--- src/rtl/sali_pkg.sv ---
// ----------------------------------------------------------------------------
// sali_pkg: shared definitions for the setpoint interpolator
// Field widths, command codes, divider request/response structs and the
// saturating add used by the step logic.
// ----------------------------------------------------------------------------
package sali_pkg;

  // axis and field geometry
  localparam int NUM_AXES   = 6;
  localparam int AXIS_W     = 3;
  localparam int LEN_W      = 32;
  localparam int IN_LEN_W   = 31;
  localparam int STEPS_W    = 16;
  localparam int TIME_W     = 32;
  localparam int INTERVAL_W = 8;
  localparam int CMD_W      = 2;

  // serial divider geometry
  localparam int QUO_W     = 32;
  localparam int DIV_W     = 16;
  localparam int DIV_CNT_W = $clog2(QUO_W);

  localparam logic [INTERVAL_W-1:0] INTERVAL_RESET = INTERVAL_W'(50);
  localparam logic [STEPS_W-1:0]    MAX_STEPS      = '1;
  localparam logic [AXIS_W-1:0]     AXIS_LAST      = AXIS_W'(NUM_AXES - 1);
  localparam logic [AXIS_W-1:0]     AXIS_COUNT     = AXIS_W'(NUM_AXES);

  // command codes
  typedef enum logic [CMD_W-1:0] {
    CMD_STORE = 2'd0,
    CMD_START = 2'd1,
    CMD_TICK  = 2'd2
  } cmd_t;

  typedef logic signed [LEN_W-1:0]    len_t;
  typedef logic signed [IN_LEN_W-1:0] in_len_t;

  // divider request and response
  typedef struct packed {
    logic              start;
    logic [QUO_W-1:0]  dividend;
    logic [DIV_W-1:0]  divisor;
  } div_req_t;

  typedef struct packed {
    logic              done;
    logic [QUO_W-1:0]  quotient;
  } div_rsp_t;

  // signed add clamped to the length range
  function automatic len_t sat_add(len_t a, len_t b);
    logic [LEN_W:0] s;
    s = {a[LEN_W-1], a} + {b[LEN_W-1], b};
    if (s[LEN_W] != s[LEN_W-1]) begin
      return s[LEN_W] ? {1'b1, {(LEN_W-1){1'b0}}} : {1'b0, {(LEN_W-1){1'b1}}};
    end
    return len_t'(s[LEN_W-1:0]);
  endfunction

endpackage

--- src/rtl/sali_div.sv ---
// ----------------------------------------------------------------------------
// sali_div: bit-serial unsigned divider
// Restoring division, one quotient bit per cycle, shared by the step count
// and the per-axis delta calculations.
// ----------------------------------------------------------------------------
module sali_div import sali_pkg::*; (
  input  logic     clk,
  input  logic     rst,
  input  div_req_t req,
  output div_rsp_t rsp
);

  logic                 busy;
  logic                 done;
  logic [DIV_CNT_W-1:0] cnt;
  logic [QUO_W-1:0]     dq;
  logic [DIV_W-1:0]     rem;
  logic [DIV_W-1:0]     dsr;
  logic [DIV_W:0]       shifted;
  logic [DIV_W:0]       trial;

  // trial subtract of the next partial remainder
  always_comb begin
    shifted = {rem, dq[QUO_W-1]};
    trial   = shifted - {1'b0, dsr};
  end

  // iteration control
  always_ff @(posedge clk) begin
    if (rst) begin
      busy <= 1'b0;
      done <= 1'b0;
      cnt  <= '0;
    end else begin
      done <= 1'b0;
      if (req.start) begin
        busy <= 1'b1;
        cnt  <= DIV_CNT_W'(QUO_W - 1);
      end else if (busy) begin
        if (cnt == '0) begin
          busy <= 1'b0;
          done <= 1'b1;
        end else begin
          cnt <= cnt - DIV_CNT_W'(1);
        end
      end
    end
  end

  // dividend shifts out as quotient bits shift in
  always_ff @(posedge clk) begin
    if (req.start) begin
      dq  <= req.dividend;
      rem <= '0;
      dsr <= req.divisor;
    end else if (busy) begin
      rem <= trial[DIV_W] ? shifted[DIV_W-1:0] : trial[DIV_W-1:0];
      dq  <= {dq[QUO_W-2:0], ~trial[DIV_W]};
    end
  end

  assign rsp.done     = done;
  assign rsp.quotient = dq;

endmodule

--- config.mk ---
export PLATFORM = sky130hd
export DESIGN_NAME = sali_div
export DESIGN_NICKNAME = d
export VERILOG_FILES = /design/src/rtl/sali_pkg.sv /design/src/rtl/sali_div.sv
export SDC_FILE = /design/constraint.sdc
export NUM_CORES = 1
export LEC_CHECK = 0
export BUFFER_PORTS_ARGS = -buffer_cell sky130_fd_sc_hd__buf_2
export CAP_MARGIN = 40
export CELL_PAD_IN_SITES_DETAIL_PLACEMENT = 1
export CELL_PAD_IN_SITES_GLOBAL_PLACEMENT = 1
export CORE_MARGIN = 1
export CORE_UTILIZATION = 42
export CTS_CLUSTER_DIAMETER = 50
export DETAILED_ROUTE_END_ITERATION = 6
export GPL_ROUTABILITY_DRIVEN = 0
export GPL_TIMING_DRIVEN = 0
export MAX_ROUTING_LAYER = met4
export PLACE_DENSITY_LB_ADDON = 0.1
export SLEW_MARGIN = 10
export SYNTH_ARGS = -nofsm -noshare
export SYNTH_HDL_FRONTEND = slang
export SYNTH_SLANG_ARGS = --single-unit
--- constraint.sdc ---
create_clock -name clk -period 3 [get_ports clk]
set_input_delay 0.75 -clock clk [delete_from_list [all_inputs] [get_ports clk]]
set_output_delay 0.75 -clock clk [all_outputs]
set_load 0.005 [all_outputs]
==> results of run 1 <==
-- final cells by class --
class / instances / area share
Sequential cell: 71 / 0.433
Clock buffer: 11 / 0.0299
Multi-Input combinational cell: 214 / 0.364
Timing Repair Buffer: 84 / 0.0980
Clock inverter: 5 / 0.0131
Inverter: 22 / 0.0188
Tap cell: 105 / 0.0299
Buffer: 12 / 0.0137
-- stage by stage --
stage	power, mW	hold slack (ns)	instance area [µm²]	setup TNS, ns
2_1_floorplan	1.45	0.453	3640	0
3_3_place_gp	1.58	0.472	4190	-2.10
3_5_place_dp	1.60	0.481	4210	0
4_1_cts	2.38	0.493	4390	0
5_1_grt	2.46	0.540	4390	0
6_report	2.35	0.489	4390	0
-- logic make-up (layout without fill, tap and decap cells) --
group	Yosys count	count (layout)	share of synthesized area
AOI/OAI and AO/OA	71	71	0.126
xor gates and xnor gates	15	15	0.0381
adders and majority gates	19	19	0.0673
buffers and inverters	34	134	0.0391
DFF	71	71	0.522
muxes	42	42	0.126
and+or+nand+nor	67	67	0.0810
-- cell usage after synthesis (2+ instances only) --
cell,n
and2_1,2
o21a_1,3
a31oi_1,3
a21o_1,4
nand3_1,4
nor3_1,4
nand2_1,31
edfxtp_1,48
mux2_2,32
buf_4,2
xnor2_1,9
mux2i_1,10
o21ai_0,14
buf_1,2
inv_1,21
a211oi_1,7
clkbuf_1,7
a21oi_1,20
dfxtp_1,23
a311oi_1,3
o22ai_1,2
o211ai_1,2
ha_1,18
o2111ai_1,2
a22o_1,2
nor2b_1,2
xor2_1,5
nand4_1,2
nor2_1,16
o31ai_1,2
-- registers in the layout, indices dropped and copies added, names as in the netlist --
signal	count
rem	16
dsr	16
cnt	5
busy	1
done	1
dq	32
-- worst max-delay path, delay by kind of cell (launching register included) --
| family | cells | cell delay, ns |
|---|---|---|
| adders and majority gates | 2 | 0.63 |
| DFF | 1 | 0.35 |
| AOI/OAI and AO/OA | 5 | 0.85 |
| buffers and inverters | 2 | 0.30 |
| and+or+nand+nor | 1 | 0.26 |
| xor gates and xnor gates | 1 | 0.27 |
-- power groups by stage --
stage                     logic, mW  registers, mW  clock network [mW]
after global placement        0.384           1.20                   0
after detailed placement      0.401           1.20                   0
final                         0.399           1.18               0.771
after global routing          0.447           1.19               0.822
after floorplan               0.247           1.20                   0
after CTS                     0.404           1.18               0.792
-- layout by cell type (no fill, tap or decap), drive strengths merged, types with 6 or more instances in the layout --
cell type,count
mux2,32
inv,22
nor2,16
edfxtp,48
o21ai,15
mux2i,10
xor2,6
a21oi,20
ha,18
dfxtp,23
a211oi,7
nand2,31
xnor2,9
buf,89
clkbuf,18
-- layer usage --
layer | track usage | vias to the layer above | routed length, µm
li1 | - | 1354 | -
met1 | 0.245 | 1336 | 3800
met2 | 0.361 | 71 | 4200
met3 | 0.0566 | 14 | 453
met4 | 0.0947 | 0 | 172
met5 | - | - | 0
-- path summary, 6_finish.rpt --
path | to | slack, ns | startpoint | cells after the start
setup reg to reg | rem[14] | 0.21 | dq[31] | 11
hold reg to reg | rem[4] | 0.49 | rem[4] | 2
setup / recovery | rem[14] | 0.21 | dq[31] | 11
hold / removal | rem[4] | 0.49 | rem[4] | 2
==> flow_summary.json, run 1 <==
{
  "status": "complete, no violations",
  "cts_inserted_buffers": 9,
  "swShare": 0.271,
  "antenna_left": 0,
  "setup_ws_ns": 0.214,
  "synth_top_area_cell": "edfxtp_1",
  "hpwl_um": 6400,
  "p_leak_nw": 1.83,
  "crit_type": "reg -> reg",
  "drive_gt1_frac": 0.325,
  "wirelength_um": 8630,
  "dp.cells": 508,
  "maxCapViolations": 0,
  "cts_root_buffer": "clkbuf_8",
  "routedWlPerCell_um": 16.5,
  "grtUsageTotal": 0.217,
  "final_cells": 524,
  "hold_path_class": "reg -> reg",
  "rsz0062_at_grt": "false",
  "slowest_delay_ns": 0.40,
  "slew_headroom": 0.482,
  "portBuffers": 83,
  "grt_pass1_vias": 3038,
  "p_comb_frac": 0.169,
  "finClkSkew_ns": 0.0136,
  "grt_pass1_wl_um": 14100,
  "critPathRequiredTime_ns": 3.22,
  "synth_top_cell_area_share": 0.396,
  "fin_crit_sh": 0.929,
  "power.density_nw_per_um2": 535,
  "synth_cell_type_count": 47,
  "synth_area_um2": 3640,
  "synth_cells": 319,
  "multi_input_area_um2": 1600,
  "avgViaCountPerCell": 5.30,
  "fin_util": 0.529,
  "end_kind": "flip-flop",
  "vias": 2775,
  "clk_latency_ns": 0.35,
  "cp_max_fo": 10,
  "ys_seq_area_frac": 0.522,
  "critPathArrivalTime_ns": 3.01,
  "die_x_um": 95.1,
  "pre_cts_ws_ns": 0.0715,
  "area_delta_synth_final_pct": 20.6,
  "pwr-share-seq": 0.503,
  "fillCellCount": 934,
  "synth_flop_cell": "edfxtp_1",
  "post_cts_resized": 0,
  "drtPass1Iterations": 4,
  "p_int_mw": 1.72,
  "dieArea_um2": 9050,
  "cp_slowest_cell": "fa_1",
  "cts_tree": "done",
  "die_y_um": 95.1,
  "ys_seq_elements": 71,
  "max-vdd-ir-drop_mv": 0.304,
  "tightest_slew_ns": 0.777,
  "ff_latch_area_um2": 1900,
  "post_cts_buffers": 0,
  "io-pin-count": 84,
  "crit_chain": "inv_1 -> ha_1 -> fa_1 -> and2b_1 -> o31ai_1 -> a21o_1 -> o21ai_2 -> xor2_2 -> buf_4 -> a2bb2oi_1 -> o21ai_0",
  "final_hold_viol_count": 0,
  "synth_edf_count": 48,
  "synth.avg_cell_area_um2": 11.4,
  "clk_pin_slew_worst_paths_ns": 0.08,
  "p_sw_mw": 0.636,
  "synthArstFlopShare": 0,
  "fmax_ghz": 0.359,
  "rows": 33,
  "clockPowerShare": 0.328,
  "cts.sinks": 71,
  "coreArea_um2": 8300,
  "dr.first_iter.drc_count": 107,
  "period_minus_slack_ns": 2.79,
  "report.final.slew_viol_count": 0,
  "cts_hold_buffers": 0,
  "overflow": 0,
  "nNetsFinal": 484,
  "synth.top_cells.by_area": "edfxtp_1 40%, dfxtp_1 13%, mux2_2 9.9%",
  "drc_errors": 0,
  "htree_levels": 3,
  "n_antenna_cell": 0,
  "setup-violations-final": 0,
  "grt_max_degree": 22,
  "antenna_found_initial": 0,
  "start_util": 0.439,
  "clock_path_buffers": 2,
  "start_kind": "flip-flop",
  "yosysWarnings": 0,
  "synth_fp_nets": 389
}
Note: power is estimated with default switching activity, not from simulation.
==> inputs of run 2 (changes only) <==
- HOLD_SLACK_MARGIN: default -> 0.15
- REMOVE_ABC_BUFFERS: default -> 1
==> flow_summary.json, run 2 (synthesis gave the netlist of run 1 again) <==
{
  "routedWlPerCell_um": 16.8,
  "grtUsageTotal": 0.214,
  "clockPowerShare": 0.342,
  "crit_type": "reg -> reg",
  "grt_util_met1": 0.258,
  "portBuffers": 83,
  "drive_gt1_frac": 0.339,
  "biggestRegsByFlops": "dq (32), dsr (16), rem (16)",
  "setup_ws_ns": 0.222,
  "grt_util_met3": 0.0534,
  "htree_levels": 3,
  "rows": 33,
  "area_delta_synth_final_pct": 22.2,
  "report.final.slew_viol_count": 0,
  "clk_latency_ns": 0.34,
  "die_x_um": 95.1,
  "final_cells": 518,
  "nNetsFinal": 478,
  "fin_util": 0.537,
  "clk_pin_slew_worst_paths_ns": 0.08,
  "grt_most_used_layer": "met2",
  "grt_max_degree": 34,
  "antenna_left": 0,
  "fmax_ghz": 0.360,
  "setup-violations-final": 0,
  "coreArea_um2": 8300,
  "end_kind": "flip-flop",
  "grtUsageMet2": 0.344,
  "cts.sinks": 71,
  "cts_root_buffer": "clkbuf_8",
  "p_sw_mw": 0.643,
  "final_cell_mix": "83 x buf_2, 48 x edfxtp_1, 32 x mux2_2, 31 x nand2_1, 23 x dfxtp_1",
  "fin_tns_setup_ns": 0,
  "drc_errors": 0,
  "tightest_slew_ns": 0.808,
  "regMostFlops": "dq",
  "maxCapViolations": 0,
  "avgViaCountPerCell": 5.35,
  "cts_hold_buffers": 0,
  "antenna_found_initial": 0,
  "pwr-share-seq": 0.493,
  "dp.cells": 498,
  "p_int_mw": 1.77,
  "io-pin-count": 84,
  "die_y_um": 95.1,
  "overflow": 0,
  "vias": 2770,
  "critPathRequiredTime_ns": 3.26,
  "fin_crit_sh": 0.926,
  "pre_cts_ws_ns": -0.260,
  "final_hold_viol_count": 0,
  "period_minus_slack_ns": 2.78,
  "n_antenna_cell": 0,
  "clock_path_buffers": 2,
  "slew_headroom": 0.461,
  "power.density_nw_per_um2": 542,
  "grt_pass1_wl_um": 14100,
  "p_comb_frac": 0.165,
  "max-vdd-ir-drop_mv": 0.263,
  "grt_pass1_vias": 2924,
  "rsz0062_at_grt": "false",
  "dr.first_iter.drc_count": 78,
  "critPathArrivalTime_ns": 3.04,
  "start_util": 0.439,
  "wirelength_um": 8730,
  "start_kind": "flip-flop",
  "finClkSkew_ns": 0.00576,
  "cp_max_fo": 4,
  "cts_inserted_buffers": 9,
  "largest_reg_flops": 32,
  "status": "complete, no violations",
  "dieArea_um2": 9050,
  "drtPass1Iterations": 4,
  "final_common_cell": "buf_2",
  "hold_path_class": "reg -> reg",
  "cts_tree": "done",
  "p_leak_nw": 1.86,
  "hpwl_um": 6250,
  "swShare": 0.267
}
run 2: cell count changes in the layout (fill, tap and decap cells not counted), sizes merged:
cell | before | now
clkbuf | 18 | 12
inv | 22 | 21
xor2 | 6 | 7
run 2: worst max-delay path: stages, from the launching register on:
cell and delay, ns:
edfxtp_1 0.37, inv_1 0.06, ha_1 0.23, fa_2 0.36, and2b_1 0.25, o31ai_1 0.10
a21o_1 0.21, o21ai_4 0.27, xor2_4 0.27, mux2_2 0.36, a211oi_1 0.21
run 2: path summary, 6_finish.rpt:
kind	start	endpoint	slack, ns	depth (start not counted)
max	dq[31]	rem[0]	0.22	10
min	rem[11]	rem[11]	0.49	2
max reg2reg	dq[31]	rem[0]	0.22	10
min reg2reg	rem[11]	rem[11]	0.49	2
run 2: per-layer routing:
metal / share of wire / vias to the layer above
li1: - / 1348
met1: 0.46 / 1330
met2: 0.47 / 79
met3: 0.052 / 13
met4: 0.017 / 0
met5: 0 / -
run 2: power by group through the flow:
stage	Sequential (mW)	Combinational, mW	Clock, mW
floorplan	1.20	0.234	0
global route	1.20	0.441	0.880
CTS	1.19	0.401	0.846
global placement	1.21	0.374	0
detailed placement	1.21	0.396	0
finish	1.19	0.398	0.824
run 2: through the flow:
stage          total power [mW]  hold WS, ns  area (µm²)
3_5_place_dp               1.61        0.482        4180
6_report                   2.41        0.492        4450
5_1_grt                    2.52        0.539        4450
4_1_cts                    2.44        0.494        4440
3_3_place_gp               1.58        0.471        4130
2_1_floorplan              1.44        0.453        3580
run 2: area by class of cell:
type	instances	area [µm²]
fill	936	3850
sequential	71	1900
multi-input combinational	215	1650
timing repair buffer	89	480
clock buffer	12	156
tap	105	131
inverter	22	82.6
clock inverter	4	52.6
run 2: what timing repair did:
item / in CTS / in global routing
setup buffers: 3 / 0
cloned: 1 / 0
endpoints found under the setup margin: 15 / 13
pin swaps: 0 / 1
gates resized for setup: 1 / 2
==> inputs of run 3 (changes only) <==
- PLACE_DENSITY: default -> 0.8
- PLACE_DENSITY_LB_ADDON: 0.1 -> default
==> flow_summary.json, run 3 (synthesis gave the netlist of run 1 again) <==
{
  "fin_util": 0.540,
  "grt_pass1_wl_um": 14500,
  "cts_root_buffer": "clkbuf_8",
  "p_sw_mw": 0.663,
  "dp.cells": 497,
  "met3_length_um": 465,
  "status": "complete, no violations",
  "nNetsFinal": 476,
  "cts_inserted_buffers": 9,
  "drive_gt1_frac": 0.336,
  "cp_slowest_cell": "edfxtp_1",
  "wl_met2_um": 4230,
  "start_kind": "flip-flop",
  "die_x_um": 95.1,
  "maxCapViolations": 0,
  "p_leak_nw": 1.87,
  "grt_max_degree": 40,
  "fin_crit_sh": 0.949,
  "grt_pass1_vias": 2954,
  "swShare": 0.263,
  "power.density_nw_per_um2": 563,
  "vias": 2736,
  "die_y_um": 95.1,
  "pre_cts_ws_ns": -0.306,
  "htree_levels": 3,
  "wirelength_um": 8810,
  "path_buf_inv": 0,
  "rows": 33,
  "avgViaCountPerCell": 5.30,
  "fin_tns_setup_ns": 0,
  "end_kind": "flip-flop",
  "whs_ns": 0.492,
  "cts_hold_buffers": 0,
  "pwr-share-seq": 0.471,
  "cts.sinks": 71,
  "multi_input_area_um2": 1650,
  "drtPass1Iterations": 4,
  "cts_tree": "done",
  "ff_latch_area_um2": 1900,
  "tightest_slew_ns": 0.869,
  "coreArea_um2": 8300,
  "finalInstanceArea_um2": 4480,
  "n_antenna_cell": 0,
  "final_cells": 516,
  "critPathRequiredTime_ns": 3.27,
  "final_hold_viol_count": 0,
  "area_delta_synth_final_pct": 22.9,
  "biggestRegsByFlops": "dq (32), dsr (16), rem (16)",
  "setup_ws_ns": 0.152,
  "critPathArrivalTime_ns": 3.12,
  "finClkSkew_ns": 0.0106,
  "fmax_ghz": 0.351,
  "final_common_cell": "buf_2",
  "dieArea_um2": 9050,
  "clk_latency_ns": 0.36,
  "rsz0062_at_grt": "false",
  "period_minus_slack_ns": 2.85,
  "portBuffers": 83,
  "drc_errors": 0,
  "antenna_found_initial": 0,
  "clock_path_buffers": 2,
  "antenna_left": 0,
  "overflow": 0,
  "crit_chain": "ha_1 -> fa_1 -> and2b_1 -> o31ai_1 -> a21o_1 -> o21ai_4 -> xor2_4 -> mux2_2 -> a211oi_1",
  "dr.first_iter.drc_count": 102,
  "dpl_cell_area_um2": 4190,
  "clockPowerShare": 0.369,
  "max-vdd-ir-drop_mv": 0.334,
  "setup-violations-final": 0,
  "path_delay_family": "compound AO/OA/AOI/OAI gates",
  "topRoutingLayerUsed": "met4",
  "final_cell_mix": "83 x buf_2, 48 x edfxtp_1, 32 x mux2_2, 31 x nand2_1, 23 x dfxtp_1",
  "p_int_mw": 1.86,
  "drt-met1-wl_um": 4000,
  "clk_pin_slew_worst_paths_ns": 0.08,
  "start_util": 0.439,
  "slowest_delay_ns": 0.42,
  "p_comb_frac": 0.160,
  "hpwl_um": 6260,
  "io-pin-count": 84,
  "hold_path_class": "reg -> reg",
  "regMostFlops": "dq",
  "cp_max_fo": 3,
  "slew_headroom": 0.419,
  "grtUsageTotal": 0.219,
  "crit_type": "reg -> reg",
  "fillCellCount": 912,
  "power_mw": 2.52,
  "largest_reg_flops": 32,
  "routedWlPerCell_um": 17.1,
  "report.final.slew_viol_count": 0
}
-- run 3: worst reg2reg max path: stages (launching register included) --
cell      delay, ns
edfxtp_1       0.42
ha_1           0.23
fa_1           0.41
and2b_1        0.25
o31ai_1        0.10
a21o_1         0.22
o21ai_4        0.30
xor2_4         0.24
mux2_2         0.36
a211oi_1       0.23
-- run 3: power by group through the flow --
stage / clock network, mW / logic [mW] / registers (mW)
after floorplan: 0 / 0.234 / 1.20
after global placement: 0 / 0.371 / 1.21
after detailed placement: 0 / 0.401 / 1.21
after CTS: 0.950 / 0.405 / 1.19
after global routing: 0.983 / 0.447 / 1.20
final: 0.931 / 0.402 / 1.19
-- run 3: area by class of cell --
class | instances | area share
Multi-Input combinational cell | 215 | 0.367
Timing Repair Buffer | 87 | 0.107
Sequential cell | 71 | 0.425
Inverter | 22 | 0.0184
Clock buffer | 11 | 0.0341
Tap cell | 105 | 0.0293
Clock inverter | 5 | 0.0193
-- run 3: per-layer routing --
metal | vias up | global-route usage
met3 | 11 | 0.0550
met1 | 1309 | 0.261
met4 | 0 | 0.0871
li1 | 1344 | -
met2 | 72 | 0.355
met5 | - | -
-- run 3: what timing repair did --
item | 4_1_cts | 5_1_grt
setup buffers | 2 | 0
gates cloned | 1 | 0
setup endpoints to repair | 15 | 12
resized for setup | 1 | 1
-- run 3: final timing paths --
check	from	cells after the start	slack, ns	endpoint
max	dsr[0]	9	0.15	rem[0]
min	rem[2]	2	0.49	rem[2]
max reg2reg	dsr[0]	9	0.15	rem[0]
min reg2reg	rem[2]	2	0.49	rem[2]
